File: src/sv/lcbp_pkg.sv
// Shared types, constants and code tables of the lowpass coded block pattern coder.
package lcbp_pkg;

   localparam int MAX_COMPONENTS = 16;
   localparam int FLAG_WIDTH     = 16;
   localparam int LEN_WIDTH      = 5;
   localparam int CSR_IDX_WIDTH  = 2;
   localparam int CSR_DATA_WIDTH = 5;
   localparam int TALLY_WIDTH    = 4;

   localparam logic signed [TALLY_WIDTH-1:0] TALLY_RESET = 4'sd1;
   localparam logic signed [TALLY_WIDTH:0]   TALLY_MIN   = -5'sd8;
   localparam logic signed [TALLY_WIDTH:0]   TALLY_MAX   = 5'sd7;

   localparam logic [4:0] COUNT_RESET = 5'd3;

   typedef enum logic [1:0] {
      FMT_YUV444 = 2'd0,
      FMT_YUV422 = 2'd1,
      FMT_YUV420 = 2'd2,
      FMT_OTHER  = 2'd3
   } fmt_type;

   typedef enum logic [CSR_IDX_WIDTH-1:0] {
      CSR_COLOR_FORMAT    = 2'd0,
      CSR_COMPONENT_COUNT = 2'd1,
      CSR_SPARE_2         = 2'd2,
      CSR_SPARE_3         = 2'd3
   } csr_idx_type;

   typedef struct packed {
      logic [3:0]           bits;
      logic [LEN_WIDTH-1:0] len;
   } vlc_type;

   function automatic vlc_type vlc444(input logic [2:0] idx);
      vlc_type v;
      case (idx)
         3'd0:    v = '{bits: 4'h0, len: 5'd1};
         3'd1:    v = '{bits: 4'h4, len: 5'd3};
         3'd2:    v = '{bits: 4'ha, len: 5'd4};
         3'd3:    v = '{bits: 4'hb, len: 5'd4};
         3'd4:    v = '{bits: 4'hc, len: 5'd4};
         3'd5:    v = '{bits: 4'hd, len: 5'd4};
         3'd6:    v = '{bits: 4'he, len: 5'd4};
         default: v = '{bits: 4'hf, len: 5'd4};
      endcase
      return v;
   endfunction

   function automatic vlc_type vlc42x(input logic [1:0] idx);
      vlc_type v;
      case (idx)
         2'd0:    v = '{bits: 4'h0, len: 5'd1};
         2'd1:    v = '{bits: 4'h2, len: 5'd2};
         2'd2:    v = '{bits: 4'h6, len: 5'd3};
         default: v = '{bits: 4'h7, len: 5'd3};
      endcase
      return v;
   endfunction

   // Saturating tally step: add one, or take three away on a hit.
   function automatic logic signed [TALLY_WIDTH-1:0] bump_tally(
      input logic signed [TALLY_WIDTH-1:0] t,
      input logic                          hit
   );
      logic signed [TALLY_WIDTH:0] s;
      s = {t[TALLY_WIDTH-1], t} + (hit ? -5'sd3 : 5'sd1);
      if (s < TALLY_MIN) s = TALLY_MIN;
      if (s > TALLY_MAX) s = TALLY_MAX;
      return s[TALLY_WIDTH-1:0];
   endfunction

endpackage

File: src/sv/lcbp_if.sv
// Request and response channel interfaces of the coded block pattern coder.
interface lcbp_req_if import lcbp_pkg::*; ();
   logic                  valid;
   logic                  ready;
   logic [FLAG_WIDTH-1:0] plane_nonzero;

   modport source (output valid, output plane_nonzero, input ready);
   modport sink   (input valid, input plane_nonzero, output ready);
endinterface

interface lcbp_rsp_if import lcbp_pkg::*; ();
   logic                  valid;
   logic                  ready;
   logic [FLAG_WIDTH-1:0] code_bits;
   logic [LEN_WIDTH-1:0]  code_length;
   logic [FLAG_WIDTH-1:0] pattern;

   modport source (output valid, output code_bits, output code_length, output pattern,
                   input ready);
   modport sink   (input valid, input code_bits, input code_length, input pattern,
                   output ready);
endinterface

File: src/sv/lowpass_cbp_adaptive_coder.sv
// Top level of the lowpass coded block pattern coder.
//
//   port   | dir | carries
//   -------+-----+--------------------------------------------------
//   req    | in  | plane_nonzero flags of one macroblock
//   rsp    | out | code_bits, code_length, pattern of that macroblock
//   csr_*  | in  | color_format (index 0), component_count (index 1)
//
// One item per cycle unless rsp stalls; stages: input register, result register.
// The tally feedback closes on the coding of the item in the input register.
// Synchronous reset empties both stages and sets both tallies to one.
// A stall on rsp holds the result register; the input register still fills behind it.
module lowpass_cbp_adaptive_coder import lcbp_pkg::*; (
   input  logic                      clock,
   input  logic                      reset,
   lcbp_req_if.sink                  req,
   lcbp_rsp_if.source                rsp,
   input  logic                      csr_write_enable,
   input  logic [CSR_IDX_WIDTH-1:0]  csr_index,
   input  logic [CSR_DATA_WIDTH-1:0] csr_write_data
);

   fmt_type                        fmt_ff;
   logic [4:0]                     count_ff;
   logic signed [TALLY_WIDTH-1:0]  zero_tally_ff, zero_tally_in;
   logic signed [TALLY_WIDTH-1:0]  max_tally_ff,  max_tally_in;

   logic                           in_valid_ff;
   logic [FLAG_WIDTH-1:0]          in_flags_ff;
   logic                           out_valid_ff;
   logic [FLAG_WIDTH-1:0]          out_code_ff,    out_code_in;
   logic [LEN_WIDTH-1:0]           out_len_ff,     out_len_in;
   logic [FLAG_WIDTH-1:0]          out_pattern_ff, out_pattern_in;

   logic                           out_free;
   logic                           advance;

   assign out_free  = !out_valid_ff || rsp.ready;
   assign advance   = in_valid_ff && out_free;
   assign req.ready = !in_valid_ff || out_free;

   assign rsp.valid       = out_valid_ff;
   assign rsp.code_bits   = out_code_ff;
   assign rsp.code_length = out_len_ff;
   assign rsp.pattern     = out_pattern_ff;

   // Configuration
   always_ff @(posedge clock) begin
      if (reset) begin
         fmt_ff   <= FMT_YUV444;
         count_ff <= COUNT_RESET;
      end else if (csr_write_enable) begin
         case (csr_idx_type'(csr_index))
            CSR_COLOR_FORMAT:    fmt_ff   <= fmt_type'(csr_write_data[1:0]);
            CSR_COMPONENT_COUNT: count_ff <= csr_write_data[4:0];
            default: ;
         endcase
      end
   end

   // Coding of the item held in the input register
   always_comb begin
      logic                  full;
      logic [2:0]            maxv;
      logic [2:0]            yuv_pat;
      logic [2:0]            idx;
      logic                  use_vlc;
      vlc_type               v;
      logic [4:0]            cnt;
      logic [FLAG_WIDTH:0]   mask_w;
      logic [FLAG_WIDTH-1:0] masked;
      logic [FLAG_WIDTH-1:0] rev;

      full    = (fmt_ff == FMT_YUV444);
      maxv    = full ? 3'd7 : 3'd3;
      yuv_pat = {full & in_flags_ff[2], in_flags_ff[1] | (!full & in_flags_ff[2]),
                 in_flags_ff[0]};
      use_vlc = (zero_tally_ff <= 4'sd0) || (max_tally_ff < 4'sd0);
      idx     = (max_tally_ff < zero_tally_ff) ? (maxv - yuv_pat) : yuv_pat;
      v       = full ? vlc444(idx) : vlc42x(idx[1:0]);

      // Clamp the component count to 1..MAX_COMPONENTS
      if (count_ff == 5'd0)
         cnt = 5'd1;
      else if (count_ff > 5'(MAX_COMPONENTS))
         cnt = 5'(MAX_COMPONENTS);
      else
         cnt = count_ff;
      mask_w = (17'd1 << cnt) - 17'd1;
      masked = in_flags_ff & mask_w[FLAG_WIDTH-1:0];
      for (int n = 0; n < FLAG_WIDTH; n++) begin
         rev[n] = masked[FLAG_WIDTH-1-n];
      end

      zero_tally_in = zero_tally_ff;
      max_tally_in  = max_tally_ff;
      if (fmt_ff == FMT_OTHER) begin
         out_pattern_in = masked;
         out_code_in    = rev >> (5'(FLAG_WIDTH) - cnt);
         out_len_in     = cnt;
      end else begin
         out_pattern_in = {13'd0, yuv_pat};
         if (use_vlc) begin
            out_code_in = {12'd0, v.bits};
            out_len_in  = v.len;
         end else begin
            out_code_in = {13'd0, yuv_pat};
            out_len_in  = full ? 5'd3 : 5'd2;
         end
         if (advance) begin
            zero_tally_in = bump_tally(zero_tally_ff, yuv_pat == 3'd0);
            max_tally_in  = bump_tally(max_tally_ff,  yuv_pat == maxv);
         end
      end
   end

   always_ff @(posedge clock) begin
      if (reset) begin
         in_valid_ff   <= 1'b0;
         out_valid_ff  <= 1'b0;
         zero_tally_ff <= TALLY_RESET;
         max_tally_ff  <= TALLY_RESET;
      end else begin
         if (req.ready)
            in_valid_ff <= req.valid;
         if (out_free)
            out_valid_ff <= in_valid_ff;
         zero_tally_ff <= zero_tally_in;
         max_tally_ff  <= max_tally_in;
      end
   end

   // Payload registers
   always_ff @(posedge clock) begin
      if (req.valid && req.ready)
         in_flags_ff <= req.plane_nonzero;
      if (advance) begin
         out_code_ff    <= out_code_in;
         out_len_ff     <= out_len_in;
         out_pattern_ff <= out_pattern_in;
      end
   end

endmodule

File: src/flat_wrapper.sv
// flat-port wrapper written by rule: the top's interface ports become plain ports
module lowpass_cbp_adaptive_coder_flat import lcbp_pkg::*;
  (clock, reset, csr_write_enable, csr_index, csr_write_data, req_valid, req_plane_nonzero, req_ready, rsp_valid, rsp_code_bits, rsp_code_length, rsp_pattern, rsp_ready);
  lcbp_req_if req_i ();
  lcbp_rsp_if rsp_i ();
  input  logic clock;
  input  logic reset;
  input  logic csr_write_enable;
  input  logic [CSR_IDX_WIDTH-1:0] csr_index;
  input  logic [CSR_DATA_WIDTH-1:0] csr_write_data;
  input wire logic [$bits(req_i.valid)-1:0] req_valid;
  input wire logic [$bits(req_i.plane_nonzero)-1:0] req_plane_nonzero;
  output wire logic [$bits(req_i.ready)-1:0] req_ready;
  output wire logic [$bits(rsp_i.valid)-1:0] rsp_valid;
  output wire logic [$bits(rsp_i.code_bits)-1:0] rsp_code_bits;
  output wire logic [$bits(rsp_i.code_length)-1:0] rsp_code_length;
  output wire logic [$bits(rsp_i.pattern)-1:0] rsp_pattern;
  input wire logic [$bits(rsp_i.ready)-1:0] rsp_ready;
  assign req_i.valid = req_valid;
  assign req_i.plane_nonzero = req_plane_nonzero;
  assign req_ready = req_i.ready;
  assign rsp_valid = rsp_i.valid;
  assign rsp_code_bits = rsp_i.code_bits;
  assign rsp_code_length = rsp_i.code_length;
  assign rsp_pattern = rsp_i.pattern;
  assign rsp_i.ready = rsp_ready;
  lowpass_cbp_adaptive_coder u_core (.clock(clock), .reset(reset), .req(req_i), .rsp(rsp_i), .csr_write_enable(csr_write_enable), .csr_index(csr_index), .csr_write_data(csr_write_data));
endmodule
File: config.mk
export PLATFORM = sky130hd
export DESIGN_NAME = lowpass_cbp_adaptive_coder_flat
export DESIGN_NICKNAME = d
export VERILOG_FILES = /design/src/sv/lcbp_pkg.sv /design/src/sv/lcbp_if.sv /design/src/sv/lowpass_cbp_adaptive_coder.sv /design/src/flat_wrapper.sv
export SDC_FILE = /design/constraint.sdc
export NUM_CORES = 1
export LEC_CHECK = 0
export BUFFER_PORTS_ARGS = -buffer_cell sky130_fd_sc_hd__buf_4
export CORE_MARGIN = 4
export CORE_UTILIZATION = 52
export CTS_BUF_LIST = sky130_fd_sc_hd__clkbuf_4
export CTS_CLUSTER_DIAMETER = 100
export CTS_CLUSTER_SIZE = 28
export DETAILED_ROUTE_END_ITERATION = 8
export HOLD_SLACK_MARGIN = 0.06
export PLACE_DENSITY = 0.72
export SLEW_MARGIN = 5
export SYNTH_ARGS = -nofsm -noshare
export SYNTH_HDL_FRONTEND = slang
export SYNTH_SLANG_ARGS = --single-unit
export TNS_END_PERCENT = 30
File: constraint.sdc
create_clock -name clock -period 5.55 [get_ports clock]
set_clock_uncertainty 0.15 [all_clocks]
set_input_delay 0.2775 -clock clock [delete_from_list [all_inputs] [get_ports clock]]
set_output_delay 0.2775 -clock clock [all_outputs]
set_load 0.01 [all_outputs]
==> flow_metrics.tcl, run 1 <==
set metrics [dict create \
    status "completed" \
    fp.dieW_um 103 \
    gp_congestion 0.949 \
    drt_iter0_drc 526 \
    grt-ovfl-total 0 \
    crit_path_end_kind "flop" \
    cp.arrival_ps 4790 \
    grt_pass1_vias 4123 \
    synth-main-ff-cell "edfxtp_1" \
    hp-start "csr_index[1]" \
    synth_top_cells_by_area "edfxtp_1, dfxtp_1, ha_1" \
    grtUsageTotal_pct 26.2 \
    async_flop_share_pct 0 \
    vias 4497 \
    yosysSeqAreaShare_pct 40.9 \
    synth_top_area_share_pct 33.7 \
    antenna_found_initial 0 \
    p_clk_share_pct 27.1 \
    grt_pass1_wl_um 21500 \
    drtPass1Iterations 5 \
    period_minus_slack_ps 4790 \
    area_delta_synth_final_pct 20.9 \
    core.rowCount 34 \
    crit_path_start_kind "flop" \
    place_ws_ps 873 \
    yosysUniqueCellTypes 86 \
    yosysMostFrequentCell "edfxtp_1" \
    hold_buffers 30 \
    drc 0 \
    routed_wl_um 13500 \
    synthesis.nets 553 \
    switchingPower_w 0.000454 \
    synth_common_cells "edfxtp_1, nor2_1, nand2_1, o21ai_0, a21oi_1" \
    portBuffers 66 \
    cts_tree "done" \
    synth_edf_count 53 \
    fin_nets 637 \
    avgSynthCellArea_um2 9.30 \
    layout-drive-gt1-share_pct 19.1 \
    r2r_cells 12 \
    n_antenna_cell 0 \
    p_int_w 0.000950 \
    post_cts.resized_instances 0 \
    syn_inst 508 \
    peakVddDrop_uv 127 \
    reg2reg_slack_ps 760 \
    htree_levels 3 \
    worstSetupPathType "reg -> reg" \
    power.leakage_nw 2.24 \
    initial_core_util_pct 53.9 \
    maxSlewHeadroom_pct 43.9 \
    layout_setup_ws_ps 757 \
    cp_max_fo 20 \
    final_area_mm2 0.00571 \
    setup_viol 0 \
    hold_violations 0 \
    worst_slew_pin_slew_ps 820 \
    whs_path_depth 3 \
    max_freq_mhz 209 \
    wire_per_inst_um 19.2 \
    slew_viol_final 0 \
    grt_start_max_net_pins 38 \
    ant_nets 0 \
    power_frac_comb_pct 29.1 \
    yosys_register_bits 70 \
    synth_top_area_cell "edfxtp_1" \
    seqPwrFrac_pct 43.8 \
    required_ps 5540 \
    cts-root-buf "clkbuf_4" \
    hold_class "in -> reg" \
    holdWs_ps 276 \
    maxCapViolCount 0 \
    powerDensity_mw_per_mm2 246 \
    synthesis.area_mm2 0.00472 \
    dp_cells 659 \
    coreArea_mm2 0.00876 \
    path_clk_slew_ps 100 \
    reg2reg_to "u_core.rsp.code_bits[0]" \
    clk_path_buf_depth 2 \
    place_area_mm2 0.00525 \
    post_cts_buffers 0 \
    final_cells 705 \
    rsz0062_at_grt "no" \
    switching_share_pct 32.3 \
    whs_endpoint "u_core.count_ff[0]" \
    clock-sinks 70 \
    die_h_um 103 \
    insertion_delay_ps 420 \
    finalCritPeriodShare_pct 86.4 \
    die_area_mm2 0.0107 \
    hpwl_um 9640 \
    vias_per_cell 6.38 \
    yosysWarnings 0 \
    io_pins 67 \
    r2r-start "u_core.count_ff[1]" \
    finalSetupTns_ps 0 \
    cts_buffers 9 \
]
final cells by class:
type / count / area (um2)
Fill cell: 707 / 3050
Clock buffer: 10 / 75.1
Multi-Input combinational cell: 391 / 2570
Inverter: 16 / 60.1
Clock inverter: 6 / 85.1
Sequential cell: 70 / 1930
Timing Repair Buffer: 104 / 856
Tap cell: 108 / 135
metal layers:
| metal | track usage, % | up-vias | wire, um |
|---|---|---|---|
| li1 | - | 2105 | - |
| met1 | 38.0 | 2122 | 5950 |
| met2 | 41.2 | 245 | 6230 |
| met3 | 3.42 | 25 | 1120 |
| met4 | 7.37 | 0 | 232 |
| met5 | 0 | - | 0 |
power groups by stage:
stage	logic, W	registers (W)	clock network (W)
final	0.000409	0.000616	0.000380
after global routing	0.000446	0.000619	0.000405
after CTS	0.000399	0.000616	0.000388
after detailed placement	0.000381	0.000627	0
after global placement	0.000377	0.000627	0
after floorplan	0.000269	0.000628	0
registers in the layout (all words and copies together) (netlist names):
register / cells
u_core.in_flags_ff: 16
u_core.rsp.code_bits: 16
u_core.rsp.pattern: 16
u_core.count_ff: 5
u_core.rsp.code_length: 5
u_core.max_tally_ff: 4
u_core.zero_tally_ff: 4
u_core.fmt_ff: 2
u_core.in_valid_ff: 1
u_core.rsp.valid: 1
cell usage in the layout (no fill, tap or decap), types with 4 or more instances in the layout:
| cell type | count |
|---|---|
| a311oi_1 | 6 |
| and2_1 | 10 |
| a21oi_1 | 24 |
| a22oi_1 | 5 |
| nor2_1 | 52 |
| buf_4 | 74 |
| nand2b_1 | 13 |
| dfxtp_1 | 17 |
| edfxtp_1 | 53 |
| inv_1 | 14 |
| nand2_1 | 37 |
| o21ai_0 | 25 |
| or3_1 | 4 |
| o21a_1 | 4 |
| a31oi_1 | 13 |
| ha_1 | 17 |
| o31ai_1 | 7 |
| nor3_1 | 17 |
| dlygate4sd3_1 | 30 |
| and3_1 | 8 |
| clkbuf_4 | 10 |
| nand3_1 | 15 |
| or2_2 | 5 |
| a211o_1 | 5 |
| mux2i_1 | 12 |
| a211oi_1 | 9 |
| o211ai_1 | 9 |
| nor2b_1 | 9 |
worst max path at each step:
stage | start | endpoint | slack (ps)
4_1_cts | u_core.count_ff[1] | u_core.rsp.code_bits[0] | 860
2_1_floorplan | u_core.count_ff[1] | u_core.rsp.code_bits[1] | 1380
3_5_place_dp | u_core.count_ff[1] | u_core.rsp.code_bits[0] | 870
3_3_place_gp | u_core.count_ff[1] | u_core.rsp.code_bits[0] | 1040
6_report | u_core.count_ff[1] | u_core.rsp.code_bits[0] | 760
5_1_grt | u_core.count_ff[1] | u_core.rsp.code_bits[0] | 490
stage by stage:
step                      power (W)  util (%)
after floorplan            0.000897         -
after global placement      0.00100      60.0
after detailed placement    0.00101      60.0
after CTS                   0.00140      65.2
after global routing        0.00147      65.2
final                       0.00140      65.2
critical path, stage by stage, from the launching register on:
cell and delay, ps:
dfxtp_1 360, or4_2 750, nand2_4 260, inv_2 220, ha_1 310, ha_1 320, or4_4 570, o22ai_1 390
nand2_1 90, a32oi_1 450, mux2i_1 200, a221oi_1 350, a22oi_1 120
cells by family (layout without fill, tap and decap cells):
kind of cell | count (synthesis) | count (layout) | share of synthesized area, %
AOI/OAI and AO/OA | 159 | 159 | 24.6
DFF | 70 | 70 | 40.9
adders and majority gates | 18 | 18 | 4.71
muxes | 13 | 13 | 2.78
and+or+nand+nor | 196 | 196 | 21.4
buffers and inverters | 47 | 136 | 4.69
xor gates and xnor gates | 5 | 5 | 0.927
Power figures use the tool's default switching activity.
==> run 2, diff against run 1 <==
--- a/config.mk
+++ b/config.mk
@@ -8,7 +8,6 @@
 export BUFFER_PORTS_ARGS = -buffer_cell sky130_fd_sc_hd__buf_4
 export CORE_MARGIN = 4
 export CORE_UTILIZATION = 52
-export CTS_BUF_LIST = sky130_fd_sc_hd__clkbuf_4
 export CTS_CLUSTER_DIAMETER = 100
 export CTS_CLUSTER_SIZE = 28
 export DETAILED_ROUTE_END_ITERATION = 8
==> run 2 against run 1 <==
  * Worst hold slack worse by 190 ps
  * Die area did not move
  * Register-to-register slack about the same
  * Sequential share of layout area grew 0.16 points
  * Maximum frequency rose by 0.17%
  * Power grew 3.5%
  * Combinational power decreased by 1%
  * Utilization fell by 0.31 points
  * Critical path depth did not move
  * First-iteration DRC count decreased by 4.2%
  * Non-clock buffer count shrank 8
  * Count of clock-buffer cells in the layout up 3
  * Critical endpoint unchanged
  * Highest routed layer unchanged
==> flow_metrics.tcl, run 2 (synthesized netlist as in run 1, its figures left out) <==
set metrics [dict create \
    status "completed" \
    portBuffers 66 \
    r2r_cells 12 \
    grt_start_max_net_pins 38 \
    holdWs_ps 84.0 \
    crit_path_start_kind "flop" \
    drtPass1Iterations 5 \
    cts_buffers 9 \
    finalCritPeriodShare_pct 86.2 \
    reg2reg_slack_ps 770 \
    antenna_found_initial 0 \
    vias 4435 \
    routed_wl_um 13500 \
    clock-sinks 70 \
    fin_nets 629 \
    post_cts.resized_instances 0 \
    die_area_mm2 0.0107 \
    place_area_mm2 0.00525 \
    final_area_mm2 0.00569 \
    finish.utilization_pct 64.9 \
    max_freq_mhz 209 \
    powerDensity_mw_per_mm2 256 \
    setup_viol 0 \
    drt_iter0_drc 504 \
    cts_tree "done" \
    period_minus_slack_ps 4780 \
    whs_path_depth 2 \
    area_delta_synth_final_pct 20.4 \
    peakVddDrop_uv 142 \
    grt_pass1_wl_um 21400 \
    required_ps 5470 \
    fp.dieW_um 103 \
    post_cts_buffers 0 \
    maxCapViolCount 0 \
    clk_path_buf_depth 2 \
    hpwl_um 9640 \
    vias_per_cell 6.36 \
    path_clk_slew_ps 80 \
    crit_top_cell "ha_1" \
    power.leakage_nw 2.21 \
    layout_commonest_cell "buf_4" \
    rsz0062_at_grt "no" \
    gp_congestion 0.949 \
    worstSetupPathType "reg -> reg" \
    grt-ovfl-total 0 \
    cts-root-buf "clkbuf_8" \
    grtUsageTotal_pct 26.0 \
    die_h_um 103 \
    crit_path_end_kind "flop" \
    initial_core_util_pct 53.9 \
    drc 0 \
    htree_levels 3 \
    finalSetupTns_ps 0 \
    maxSlewHeadroom_pct 39.9 \
    coreArea_mm2 0.00876 \
    grt_pass1_vias 4094 \
    worst_slew_pin_slew_ps 879 \
    wire_per_inst_um 19.3 \
    core.rowCount 34 \
    hold_class "in -> reg" \
    layout_common_cells "buf_4, edfxtp_1, nor2_1, nand2_1, o21ai_0" \
    max_stage_delay_ps 750 \
    hold_violations 0 \
    layout-drive-gt1-share_pct 19.2 \
    ant_nets 0 \
    crit_chain "or4_2 -> nand2_4 -> inv_2 -> ha_1 -> ha_1 -> or4_4 -> o22ai_1 -> nand2_1 -> a32oi_1 -> mux2i_1 -> a221oi_1 -> a22oi_1" \
    cp.arrival_ps 4710 \
    io_pins 67 \
    cp_max_fo 20 \
    n_antenna_cell 0 \
    insertion_delay_ps 350 \
    cpMaxStageDelayCell "or4_2" \
    slew_viol_final 0 \
]
run 2: worst paths after layout:
| kind | end | start |
|---|---|---|
| min | u_core.max_tally_ff[1] | reset |
| max reg2reg | u_core.rsp.code_bits[0] | u_core.count_ff[1] |
| max | u_core.rsp.code_bits[0] | u_core.count_ff[1] |
| min reg2reg | u_core.count_ff[0] | u_core.count_ff[0] |
run 2: area by class of cell:
class | instances | area, um2
clock buffer | 13 | 191
clock inverter | 3 | 21.3
fill | 725 | 3080
inverter | 16 | 60.1
multi-input combinational | 391 | 2570
sequential | 70 | 1930
tap | 108 | 135
timing repair buffer | 96 | 776
run 2: critical path, delay by kind of cell (launching register included):
| kind | cells | cell delay (ps) |
|---|---|---|
| fa+ha+maj | 2 | 620 |
| compound gates | 4 | 1310 |
| mux | 1 | 200 |
| flops | 1 | 350 |
| buf+inv | 1 | 220 |
| simple gates | 4 | 1650 |
run 2: repair_timing:
item,4_1_cts,5_1_grt
endpoints found under the setup margin,0,0
hold buffers,22,0
endpoints found under the hold margin,22,0
run 2: metal layers:
metal / up-vias / wire, um / GRT usage (%)
met5: - / 0 / 0
met4: 0 / 211 / 6.67
met3: 20 / 1030 / 4.49
met2: 194 / 6190 / 40.4
met1: 2128 / 6060 / 37.6
li1: 2093 / - / -
run 2: through the flow:
stage / total power, W / setup slack (ps) / instances
after global placement: 0.00100 / 1040 / 659
after detailed placement: 0.00101 / 873 / 659
after floorplan: 0.000897 / 1380 / 508
final: 0.00145 / 765 / 697
after CTS: 0.00145 / 866 / 697
after global routing: 0.00152 / 500 / 697
run 2: report_power, final:
part	switching [W]	leakage, nW	internal [W]
clock network	0.000203	0.111	0.000231
logic	0.000240	1.47	0.000164
registers	0.0000208	0.639	0.000595
==> run 3, diff against run 2 <==
--- a/config.mk
+++ b/config.mk
@@ -6,13 +6,16 @@
 export NUM_CORES = 1
 export LEC_CHECK = 0
 export BUFFER_PORTS_ARGS = -buffer_cell sky130_fd_sc_hd__buf_4
+export CELL_PAD_IN_SITES_DETAIL_PLACEMENT = 0
+export CELL_PAD_IN_SITES_GLOBAL_PLACEMENT = 1
 export CORE_MARGIN = 4
-export CORE_UTILIZATION = 52
-export CTS_CLUSTER_DIAMETER = 100
+export CORE_UTILIZATION = 45
+export CTS_CLUSTER_DIAMETER = 40
 export CTS_CLUSTER_SIZE = 28
 export DETAILED_ROUTE_END_ITERATION = 8
 export HOLD_SLACK_MARGIN = 0.06
-export PLACE_DENSITY = 0.72
+export PLACE_DENSITY = 0.8
+export RECOVER_POWER = 50
 export SLEW_MARGIN = 5
 export SYNTH_ARGS = -nofsm -noshare
 export SYNTH_HDL_FRONTEND = slang
==> run 3 against run 2 <==
  * The run now ends with max-capacitance violations, max-slew violations left
  * Sequential share of layout area rose by 0.87 points
  * Power decreased by 1.2%
  * Critical endpoint unchanged
  * Combinational power down 4%
  * Die area up 14%
  * Global-route usage shrank 4.3 points
  * Non-clock buffer count down 1
  * Routed wire length is 2.2% lower
==> flow_metrics.tcl, run 3 (synthesized netlist as in run 1, its figures left out) <==
set metrics [dict create \
    cts_buffers 9 \
    post_cts.resized_instances 0 \
    post_cts_buffers 0 \
    setup_viol 0 \
    insertion_delay_ps 350 \
    initial_core_util_pct 46.0 \
    io_pins 67 \
    maxCapViolCount 1 \
    status "finished, violations left" \
    fp.dieW_um 110 \
    cp.arrival_ps 4750 \
    portBuffers 66 \
    routed_wl_um 13200 \
    antenna_found_initial 0 \
    rsz0062_at_grt "no" \
    grt_pass1_vias 4206 \
    fillers 979 \
    max_freq_mhz 208 \
    n_antenna_cell 0 \
    layout-drive-gt1-share_pct 11.6 \
    ant_nets 0 \
    vias_per_cell 6.06 \
    layout_commonest_cell "edfxtp_1" \
    holdWs_ps 82.9 \
    hold_class "in -> reg" \
    grt-ovfl-total 0 \
    fin_nets 628 \
    power.leakage_nw 2.05 \
    clk_path_buf_depth 2 \
    layout_common_cells "edfxtp_1, nor2_1, clkbuf_1, nand2_1, o21ai_0" \
    coreArea_mm2 0.0103 \
    cts_tree "done" \
    period_minus_slack_ps 4810 \
    wire_per_inst_um 18.2 \
    core.rowCount 37 \
    hpwl_um 9500 \
    final_cells 723 \
    die_area_mm2 0.0122 \
    finalSetupTns_ps 0 \
    grt_start_max_net_pins 38 \
    grt_pass1_wl_um 21600 \
    cts-root-buf "clkbuf_8" \
    dp_cells 686 \
    hp-start "reset" \
    hold_buffers 22 \
    cp_max_fo 20 \
    maxSlewHeadroom_pct -35.8 \
    path_clk_slew_ps 70 \
    grtUsageTotal_pct 21.7 \
    crit_path_start_kind "flop" \
    clock-sinks 70 \
    crit_path_start "u_core.count_ff[1]" \
    area_delta_synth_final_pct 17.4 \
    drtPass1Iterations 5 \
    finalCritPeriodShare_pct 86.6 \
    slew_viol_final 38 \
    worstSetupPathType "reg -> reg" \
    worst_slew_pin_slew_ps 2040 \
    die_h_um 110 \
    r2r-start "u_core.count_ff[1]" \
    required_ps 5490 \
    drc 0 \
    htree_levels 3 \
    powerDensity_mw_per_mm2 259 \
    hold_violations 0 \
    gp_congestion 0.936 \
    peakVddDrop_uv 139 \
    vias 4378 \
    drt_iter0_drc 491 \
    failed_checks "max-capacitance violations, max-slew violations" \
    total_power_w 0.00144 \
    crit_path_end_kind "flop" \
]
[run 3: path summary, 6_finish.rpt]
check / to / slack [ps] / cells after the start
max: u_core.rsp.code_bits[0] / 740 / 12
min: u_core.max_tally_ff[1] / 80 / 2
max reg2reg: u_core.rsp.code_bits[0] / 740 / 12
min reg2reg: u_core.zero_tally_ff[2] / 400 / 2
[run 3: where the power goes]
| group | internal [W] | leakage [nW] | switching (W) | total [W] |
|---|---|---|---|---|
| registers | 0.000596 | 0.639 | 0.0000218 | 0.000618 |
| clock network | 0.000246 | 0.104 | 0.000185 | 0.000430 |
| logic | 0.000151 | 1.30 | 0.000237 | 0.000388 |
[run 3: routing by layer]
metal / GRT usage [%] / up-vias / share of wire, % / wire (um)
met3: 4.55 / 30 / 7.6 / 999
li1: - / 2105 / - / -
met4: 8.13 / 0 / 2.9 / 378
met5: 0 / - / 0 / 0
met2: 33.3 / 188 / 45 / 5950
met1: 30.0 / 2055 / 44 / 5850
[run 3: final cells by class]
class	instances	area [um2]	share of cell area, %
clock inverters	6	77.6	1.40
multi-input cells	391	2570	46.4
inverters	16	60.1	1.08
clock buffers	9	124	2.23
flip-flops and latches	70	1930	34.8
repair buffers	95	611	11.0
well taps	136	170	3.07
[run 3: through the flow]
stage	cell area, um2	setup WS [ps]	utilization, %
after global placement	5280	1020	51.4
after CTS	5700	858	55.5
after global routing	5550	565	54.0
after floorplan	4720	1380	-
after detailed placement	5280	877	51.4
final	5550	742	54.0
[run 3: critical path, stage by stage (launching register included)]
cell and delay (ps):
dfxtp_1 350, or4_2 770, nand2_4 250, inv_2 220
ha_1 310, ha_1 310, or4_4 550, o22ai_1 380
nand2_1 90, a32oi_1 480, mux2i_1 210, a221oi_1 360
a22oi_1 110
